`src/rtl/qspd_pkg.sv`:
```
package qspd_pkg;

  // Result kinds.
  localparam logic [1:0] KIND_NAME  = 2'd0;
  localparam logic [1:0] KIND_VALUE = 2'd1;
  localparam logic [1:0] KIND_END   = 2'd2;

  // Escape tracking stages.
  localparam logic [1:0] ESC_NONE = 2'd0;
  localparam logic [1:0] ESC_PCT  = 2'd1;
  localparam logic [1:0] ESC_HEX1 = 2'd2;

  // Characters with a special meaning in a query string.
  localparam logic [7:0] CH_AMP   = 8'h26;
  localparam logic [7:0] CH_EQ    = 8'h3D;
  localparam logic [7:0] CH_PLUS  = 8'h2B;
  localparam logic [7:0] CH_PCT   = 8'h25;
  localparam logic [7:0] CH_SPACE = 8'h20;

  // Largest number of results that one input byte can cause.
  localparam int unsigned MAX_RES = 4;

  // One result: kind and decoded byte.
  typedef struct packed {
    logic [1:0] kind;
    logic [7:0] data;
  } res_t;

  // All results caused by one input byte.
  typedef struct packed {
    logic [2:0]           cnt;
    res_t [MAX_RES-1:0]   ent;
  } batch_t;

  // True for 0-9, a-f and A-F.
  function automatic logic is_hex(input logic [7:0] c);
    return ((c >= 8'h30) && (c <= 8'h39)) ||
           ((c >= 8'h61) && (c <= 8'h66)) ||
           ((c >= 8'h41) && (c <= 8'h46));
  endfunction

  // Nibble value of a hex digit; zero for anything else.
  function automatic logic [3:0] hex_nib(input logic [7:0] c);
    logic [3:0] v;
    v = 4'd0;
    if ((c >= 8'h30) && (c <= 8'h39)) begin
      v = c[3:0];
    end else if (((c >= 8'h61) && (c <= 8'h66)) || ((c >= 8'h41) && (c <= 8'h46))) begin
      v = c[3:0] + 4'd9;
    end
    return v;
  endfunction

endpackage

```
`src/rtl/qspd_decode.sv`:
```
module qspd_decode (
  input  logic               clk,
  input  logic               rst_n,
  input  logic               in_valid,
  output logic               in_stall,
  input  logic [7:0]         in_byte,
  input  logic               in_end_of_string,
  input  logic               batch_ready,
  output logic               batch_valid,
  output qspd_pkg::batch_t   batch
);

  // Input register.
  logic       in_v_r, in_v_nxt;
  logic [7:0] byte_r;
  logic       eos_r;

  // Parser state.
  logic       so_r, so_nxt;
  logic       ivp_r, ivp_nxt;
  logic [1:0] esc_r, esc_nxt;
  logic [7:0] held_r, held_nxt;

  logic in_accept;
  logic move;

  assign in_stall    = in_v_r && !batch_ready;
  assign in_accept   = in_valid && !in_stall;
  assign move        = in_v_r && batch_ready;
  assign batch_valid = in_v_r;
  assign in_v_nxt    = in_accept || (in_v_r && !batch_ready);

  // Expand the registered byte into its list of results and the next state.
  always_comb begin
    logic [1:0] cur;
    qspd_pkg::batch_t b;
    logic hx;
    b        = '0;
    so_nxt   = so_r;
    ivp_nxt  = ivp_r;
    esc_nxt  = ((esc_r == qspd_pkg::ESC_PCT) || (esc_r == qspd_pkg::ESC_HEX1)) ?
               esc_r : qspd_pkg::ESC_NONE;
    held_nxt = held_r;
    hx       = qspd_pkg::is_hex(byte_r);
    cur      = ivp_nxt ? qspd_pkg::KIND_VALUE : qspd_pkg::KIND_NAME;

    if (byte_r == qspd_pkg::CH_AMP) begin
      // Separator: flush a pending escape, then close the pair.
      if (esc_nxt != qspd_pkg::ESC_NONE) begin
        b.ent[b.cnt[1:0]] = '{kind: cur, data: qspd_pkg::CH_PCT};
        b.cnt = b.cnt + 3'd1;
      end
      if (esc_nxt == qspd_pkg::ESC_HEX1) begin
        b.ent[b.cnt[1:0]] = '{kind: cur, data: held_nxt};
        b.cnt = b.cnt + 3'd1;
      end
      esc_nxt  = qspd_pkg::ESC_NONE;
      held_nxt = 8'd0;
      if (so_nxt) begin
        b.ent[b.cnt[1:0]] = '{kind: qspd_pkg::KIND_END, data: 8'd0};
        b.cnt = b.cnt + 3'd1;
      end
      so_nxt  = 1'b0;
      ivp_nxt = 1'b0;
    end else begin
      so_nxt = 1'b1;
      if ((esc_nxt == qspd_pkg::ESC_PCT) && hx) begin
        // First hex digit of an escape is held.
        held_nxt = byte_r;
        esc_nxt  = qspd_pkg::ESC_HEX1;
      end else if ((esc_nxt == qspd_pkg::ESC_HEX1) && hx) begin
        // Second hex digit completes the escape.
        b.ent[b.cnt[1:0]] = '{kind: cur,
                              data: {qspd_pkg::hex_nib(held_nxt), qspd_pkg::hex_nib(byte_r)}};
        b.cnt = b.cnt + 3'd1;
        esc_nxt  = qspd_pkg::ESC_NONE;
        held_nxt = 8'd0;
      end else begin
        // A broken escape passes literally, then the byte is decoded on its own.
        if (esc_nxt != qspd_pkg::ESC_NONE) begin
          b.ent[b.cnt[1:0]] = '{kind: cur, data: qspd_pkg::CH_PCT};
          b.cnt = b.cnt + 3'd1;
        end
        if (esc_nxt == qspd_pkg::ESC_HEX1) begin
          b.ent[b.cnt[1:0]] = '{kind: cur, data: held_nxt};
          b.cnt = b.cnt + 3'd1;
        end
        esc_nxt  = qspd_pkg::ESC_NONE;
        held_nxt = 8'd0;
        if (!ivp_nxt && (byte_r == qspd_pkg::CH_EQ)) begin
          ivp_nxt = 1'b1;
        end else if (byte_r == qspd_pkg::CH_PLUS) begin
          b.ent[b.cnt[1:0]] = '{kind: cur, data: qspd_pkg::CH_SPACE};
          b.cnt = b.cnt + 3'd1;
        end else if (byte_r == qspd_pkg::CH_PCT) begin
          esc_nxt = qspd_pkg::ESC_PCT;
        end else begin
          b.ent[b.cnt[1:0]] = '{kind: cur, data: byte_r};
          b.cnt = b.cnt + 3'd1;
        end
      end
    end

    // End of string: flush, close an open pair and return to the reset state.
    if (eos_r) begin
      cur = ivp_nxt ? qspd_pkg::KIND_VALUE : qspd_pkg::KIND_NAME;
      if (esc_nxt != qspd_pkg::ESC_NONE) begin
        b.ent[b.cnt[1:0]] = '{kind: cur, data: qspd_pkg::CH_PCT};
        b.cnt = b.cnt + 3'd1;
      end
      if (esc_nxt == qspd_pkg::ESC_HEX1) begin
        b.ent[b.cnt[1:0]] = '{kind: cur, data: held_nxt};
        b.cnt = b.cnt + 3'd1;
      end
      esc_nxt  = qspd_pkg::ESC_NONE;
      held_nxt = 8'd0;
      if (so_nxt) begin
        b.ent[b.cnt[1:0]] = '{kind: qspd_pkg::KIND_END, data: 8'd0};
        b.cnt = b.cnt + 3'd1;
      end
      so_nxt  = 1'b0;
      ivp_nxt = 1'b0;
    end
    batch = b;
  end

  // Input register: loads on each input transfer.
  always_ff @(posedge clk) begin
    if (!rst_n) begin
      in_v_r <= 1'b0;
    end else begin
      in_v_r <= in_v_nxt;
    end
    if (in_accept) begin
      byte_r <= in_byte;
      eos_r  <= in_end_of_string;
    end
  end

  // Parser state advances when the registered byte moves on.
  always_ff @(posedge clk) begin
    if (!rst_n) begin
      so_r   <= 1'b0;
      ivp_r  <= 1'b0;
      esc_r  <= qspd_pkg::ESC_NONE;
      held_r <= 8'd0;
    end else if (move) begin
      so_r   <= so_nxt;
      ivp_r  <= ivp_nxt;
      esc_r  <= esc_nxt;
      held_r <= held_nxt;
    end
  end

  // A pending escape only exists inside an open segment.
  a_esc_in_segment: assert property (@(posedge clk) disable iff (!rst_n)
    (esc_r != qspd_pkg::ESC_NONE) |-> so_r)
    else $error("escape pending outside a segment");

  // The held digit is cleared whenever no digit is waiting.
  a_held_clear: assert property (@(posedge clk) disable iff (!rst_n)
    (esc_r != qspd_pkg::ESC_HEX1) |-> (held_r == 8'd0))
    else $error("held hex digit not cleared");

  // The value part is only entered inside an open segment.
  a_value_in_segment: assert property (@(posedge clk) disable iff (!rst_n)
    ivp_r |-> so_r)
    else $error("value part outside a segment");

endmodule

```
`src/rtl/qspd_obuf.sv`:
```
module qspd_obuf (
  input  logic             clk,
  input  logic             rst_n,
  input  logic             batch_valid,
  output logic             batch_ready,
  input  qspd_pkg::batch_t batch,
  output logic             out_valid,
  input  logic             out_stall,
  output logic [1:0]       out_item_kind,
  output logic [7:0]       out_byte,
  output logic             out_run_last
);

  logic                           v_r, v_nxt;
  logic [1:0]                     idx_r, idx_nxt;
  logic [1:0]                     last_r;
  qspd_pkg::res_t [qspd_pkg::MAX_RES-1:0] ent_r;
  logic                           out_fire;
  logic                           load;

  assign out_fire    = v_r && !out_stall;
  assign batch_ready = !v_r || (out_fire && (idx_r == last_r));
  assign load        = batch_valid && batch_ready && (batch.cnt != 3'd0);

  assign out_valid     = v_r;
  assign out_item_kind = ent_r[idx_r].kind;
  assign out_byte      = ent_r[idx_r].data;
  assign out_run_last  = (idx_r == last_r);

  // Step through the held results, one per output transfer.
  always_comb begin
    v_nxt   = v_r;
    idx_nxt = idx_r;
    if (batch_ready) begin
      v_nxt   = load;
      idx_nxt = 2'd0;
    end else if (out_fire) begin
      idx_nxt = idx_r + 2'd1;
    end
  end

  always_ff @(posedge clk) begin
    if (!rst_n) begin
      v_r   <= 1'b0;
      idx_r <= 2'd0;
    end else begin
      v_r   <= v_nxt;
      idx_r <= idx_nxt;
    end
    if (load) begin
      ent_r  <= batch.ent;
      last_r <= 2'(batch.cnt - 3'd1);
    end
  end

  // The read position never passes the last held result.
  a_idx_range: assert property (@(posedge clk) disable iff (!rst_n)
    v_r |-> (idx_r <= last_r))
    else $error("result index past last entry");

  // A stalled result keeps its position and its contents.
  a_hold_on_stall: assert property (@(posedge clk) disable iff (!rst_n)
    (v_r && out_stall) |=> (v_r && $stable(idx_r) && $stable(ent_r)))
    else $error("stalled result changed");

  // One input byte never offers more results than the buffer holds.
  a_batch_count: assert property (@(posedge clk) disable iff (!rst_n)
    batch_valid |-> (batch.cnt <= 3'(qspd_pkg::MAX_RES)))
    else $error("batch count out of range");

endmodule

```
`src/rtl/query_string_pair_decoder_unit.sv`:
```
// Query string pair decoder.
// Input channel: one raw byte of a query string per transfer (in_byte), with
// in_end_of_string set on the final byte. Result channel: decoded name bytes,
// value bytes and end-of-pair markers (out_item_kind, out_byte), with
// out_run_last set on the last result caused by one input byte. An input
// byte may cause zero to four results.
// A byte passes from the input register into the result buffer, which gives
// its results. Throughput: one byte per cycle while each byte causes at most
// one result and out_stall stays low; a byte with more results holds the input
// until the result buffer has sent them all, one result per transfer.
// The input side stays open while a result waits, since the input register
// and the result buffer are separate stages.
// When the receiver asserts out_stall, the current result holds and the input
// stalls once both stages are full.
// Reset (rst_n low, synchronous) empties both stages and returns the parser
// to the start of a new string. The end of each string also returns it there.
module query_string_pair_decoder_unit (
  input  logic       clk,
  input  logic       rst_n,
  input  logic       in_valid,
  output logic       in_stall,
  input  logic [7:0] in_byte,
  input  logic       in_end_of_string,
  output logic       out_valid,
  input  logic       out_stall,
  output logic [1:0] out_item_kind,
  output logic [7:0] out_byte,
  output logic       out_run_last
);

  logic             batch_valid;
  logic             batch_ready;
  qspd_pkg::batch_t batch;

  // Input register, parser state and result expansion.
  qspd_decode u_decode (
    .clk              (clk),
    .rst_n            (rst_n),
    .in_valid         (in_valid),
    .in_stall         (in_stall),
    .in_byte          (in_byte),
    .in_end_of_string (in_end_of_string),
    .batch_ready      (batch_ready),
    .batch_valid      (batch_valid),
    .batch            (batch)
  );

  // Result buffer, one transfer per result.
  qspd_obuf u_obuf (
    .clk           (clk),
    .rst_n         (rst_n),
    .batch_valid   (batch_valid),
    .batch_ready   (batch_ready),
    .batch         (batch),
    .out_valid     (out_valid),
    .out_stall     (out_stall),
    .out_item_kind (out_item_kind),
    .out_byte      (out_byte),
    .out_run_last  (out_run_last)
  );

endmodule
```
`config.mk`:
```
export PLATFORM = sky130hd
export DESIGN_NAME = query_string_pair_decoder_unit
export DESIGN_NICKNAME = d
export VERILOG_FILES = /design/src/rtl/qspd_pkg.sv /design/src/rtl/qspd_decode.sv /design/src/rtl/qspd_obuf.sv /design/src/rtl/query_string_pair_decoder_unit.sv
export SDC_FILE = /design/constraint.sdc
export NUM_CORES = 1
export LEC_CHECK = 0
export ABC_AREA = 1
export ABC_CLOCK_PERIOD_IN_PS = 6400
export BUFFER_PORTS_ARGS = -buffer_cell sky130_fd_sc_hd__buf_4
export CELL_PAD_IN_SITES_DETAIL_PLACEMENT = 2
export CELL_PAD_IN_SITES_GLOBAL_PLACEMENT = 2
export CORE_UTILIZATION = 33
export CTS_CLUSTER_SIZE = 30
export DETAILED_ROUTE_END_ITERATION = 10
export PLACE_DENSITY = 0.77
export SLEW_MARGIN = 40
export SYNTH_ARGS = -nofsm -noshare
export SYNTH_HDL_FRONTEND = slang
export SYNTH_SLANG_ARGS = --single-unit
```
`constraint.sdc`:
```
create_clock -name clk -period 6.4 [get_ports clk]
set_input_delay 1.28 -clock clk [delete_from_list [all_inputs] [get_ports clk]]
set_output_delay 1.28 -clock clk [all_outputs]
set_load 0.02 [all_outputs]
```
==> metrics.md <==
| Metric | Value |
|---|---|
| Final Hold Fails | `0` |
| Hold depth | `2` |
| Clock network fraction of total power | `0.476` |
| CP max stage delay | `approximately 0.53 ns` |
| Hold buffer count at cts | `0` |
| ANT cells | `0` |
| Final Power | `about 1.2 mW` |
| CP Capture Type | `flip-flop` |
| Share of the synthesized area in the top cell type | `0.309` |
| Core footprint | `around 15000 sq um` |
| Placed Area | `approximately 5300 sq um` |
| Levels on crit path | `25` |
| Total track usage | `0.264` |
| Nets@finish | `696` |
| Max Cap Viol | `0` |
| Synth Cell Area | `4960 sq um` |
| Root Buffer | `clkbuf_16` |
| Crit Path Max Fanout | `42` |
| Post-DP HPWL | `15.6 mm` |
| Most area-hungry cell type in the Yosys netlist | `edfxtp_1` |
| Startpoint Class | `flip-flop` |
| Setup_tns | `0 ns` |
| H-tree Lvls | `3` |
| Met1 Use GR | `0.317` |
| Num rows | `44` |
| WP data required | `about 6.4 ns` |
| Total grt overflow | `0` |
| Share of cells above drive strength 1 | `0.157` |
| Placer congestion estimate | `about 0.96` |
| Setup-failing EPs final | `0` |
| Clk slew on worst S/H paths | `about 0.060 ns` |
| Worst reg-to-reg path cell count | `25` |
| Syn_nets | `~680` |
| Syn_area_per_cell | `7.70 sq um` |
| Ys Warns | `0` |
| Combinational share of power | `0.091` |
| First-pass GRT wire length | `between 30 and 40 mm` |
| Routed wire per std cell | `between 20 and 25 microns` |
| Initial antenna violation count | `0` |
| WP data arrival | `approximately 5.4 ns` |
| Largest net degree at the start of global routing | `43` |
| Lkg Pwr | `2.22 nW` |
| CP top delay family | `simple AND/OR/NAND/NOR gates` |
| Drt first pass iters | `5` |
| Starting Density | `0.340` |
| DR iter-0 viols | `between 200 and 250` |
| Slew @ Worst Pin | `between 0.6 and 0.7 ns` |
| Maximum vdd drop | `between 0.15 and 0.2 mV` |
| Share of power burned in registers | `0.433` |
| Crit path buf inv count | `5` |
| Final WL | `between 15 and 20 mm` |
| Netlist cell types | `between 50 and 60` |
| Vias in the first global route | `between 5000 and 6000` |
| Worst min path class | `reg2reg` |
| Num CTS Buffers | `9` |
| Clock latency on the worst-skew pair | `0.35 ns` |
| # fillers | `approximately 1700` |
| Via count | `4721` |
| Max Slew Vio Count | `0` |
| CTS tree | `done` |
| Busiest grt layer | `met2` |
| Slew HR | `0.592` |
| Synth-to-layout area growth | `13.6%` |
| Clock Tree Buf Depth | `2` |
| Worst path most repeated cell | `nand2_1` |
| Seq/Total Area, Yosys | `0.373` |
| Sw Pwr | `between 0.2 and 0.3 mW` |
| Post-CTS Setup Inserts | `0` |
| Int Power | `about 0.86 mW` |
| Clock skew | `a little over 0.01 ns` |
| PwrDens | `approximately 210 nW/um^2` |
| Synth area leaders | `edfxtp_1 31%, nand2_1 9.1%, dfxtp_1 6.5%` |
| Fmax achieved | `around 180 MHz` |
| Fin crit share | `0.852` |
| Final Instance Area | `around 5600 sq um` |
| DRT antenna net count | `0` |
| Synth Register Bits | `67` |
| Critical setup path kind | `reg2reg` |
| GR Util met2 | `0.458` |
| Number of clock sinks | `67` |
| Post-layout min period | `between 5 and 6 ns` |
| Number of I/O port buffers | `25` |
| DIE WIDTH | `125 microns` |
| RSZ-0062 raised after global routing | `no` |
| Critical Path Slowest Stage Cell | `edfxtp_1` |
| Die H | `about 120 microns` |
| Post-CTS resize count | `0` |
| Die Area | `around 16000 sq um` |
| Met3 Usage GRT | `0.0533` |
| Switching share of power | `0.258` |
| Ports | `26` |
| Drt via density | `approximately 5.5` |
| Status | `completed` |
| Synth Instances | `about 640` |
| Post-route DRC | `0` |
-- layer usage --
metal  up-vias  wire length (microns)
met2       109                   9580
met5         -                      0
li1       2226                      -
met3        44                    706
met1      2342                   8550
met4         0                    692
-- through the flow --
step,setup WS (ns),hold WS [ns],std cells,util
after floorplan,0.284,0.445,644,-
after global placement,1.32,0.457,835,0.364
after detailed placement,1.03,0.461,835,0.364
after CTS,0.993,0.471,851,0.386
after global routing,0.594,0.495,851,0.386
final,0.947,0.469,851,0.386
-- area by class of cell --
cell class | count | area [sq um] | area share
Timing Repair Buffer | 28 | 210 | 0.0373
Tap cell | 184 | 230 | 0.0409
Clock inverter | 6 | 90.1 | 0.0160
Clock buffer | 10 | 229 | 0.0406
Multi-Input combinational cell | 475 | 2710 | 0.481
Sequential cell | 67 | 1850 | 0.329
Inverter | 81 | 310 | 0.0551
-- registers in the layout, summed over array words and instances, names as in the netlist --
| name | flops |
|---|---|
| u_decode.eos_r | 1 |
| u_decode.ivp_r | 1 |
| u_decode.batch_valid | 1 |
| u_obuf.out_valid | 1 |
| u_decode.so_r | 1 |
| u_decode.byte_r | 8 |
| u_decode.held_r | 8 |
| u_obuf.idx_r | 2 |
| u_obuf.ent_r | 40 |
| u_obuf.last_r | 2 |
| u_decode.esc_r | 2 |
-- kinds of logic (layout without fill, tap and decap cells) --
group                      count (synthesis)  count (layout)  synth area share
DFF                                       67              67             0.373
buffers and inverters                    102             125            0.0818
and+or+nand+nor                          297             297             0.298
AOI/OAI and AO/OA                        148             148             0.178
xor gates and xnor gates                   9               9            0.0159
adders and majority gates                 21              21            0.0530
-- final timing paths --
check                      from                  to  slack (ns)
max          u_decode.byte_r[1]    u_obuf.ent_r[33]        0.95
min          u_decode.held_r[6]  u_decode.held_r[6]        0.47
max reg2reg  u_decode.byte_r[1]    u_obuf.ent_r[33]        0.95
min reg2reg  u_decode.held_r[6]  u_decode.held_r[6]        0.47
-- cells in the mapped netlist (all sizes together) --
library cell,n
nand2,140
inv,79
nor2,76
o21ai,71
nand3,53
edfxtp,51
a21oi,33
ha,21
o22ai,19
dfxtp,16
clkbuf,15
nor3,15
xor2,8
nand4,7
buf,6
a211oi,4
o211ai,4
a31oi,3
o31ai,3
a21boi,2
clkinv,2
nor4,2
o21a,2
o311ai,2
or2,2
a221oi,1
a22oi,1
a32oi,1
nand3b,1
nor3b,1
o221ai,1
o311a,1
xnor2,1
-- cell usage in the layout, fill, tap and decap left out, types with 3 or more instances in the layout --
cell	count
a211oi_1	3
a21oi_1	31
buf_4	28
clkbuf_16	9
dfxtp_1	16
edfxtp_1	51
ha_1	21
inv_1	63
inv_2	14
nand2_1	120
nand2_2	6
nand2_4	11
nand2_8	3
nand3_1	47
nand3_2	4
nand4_1	7
nor2_1	68
nor2_2	3
nor2_4	5
nor3_1	14
o211ai_1	4
o21ai_0	62
o21ai_1	5
o21ai_2	3
o22ai_1	18
o31ai_1	3
xor2_1	8
-- power by group through the flow --
stage	sequential, mW	clock [mW]	combinational (mW)
floorplan	0.505	0	0.0672
global placement	0.510	0	0.101
detailed placement	0.512	0	0.104
CTS	0.503	0.563	0.105
global route	0.505	0.575	0.114
finish	0.503	0.554	0.105
-- worst min-delay path, cell delays in order, from the launching register on --
cell     delay [ns]
dfxtp_1        0.31
nand2_1        0.06
a21oi_1        0.05
(Power assumes the default switching activity.)
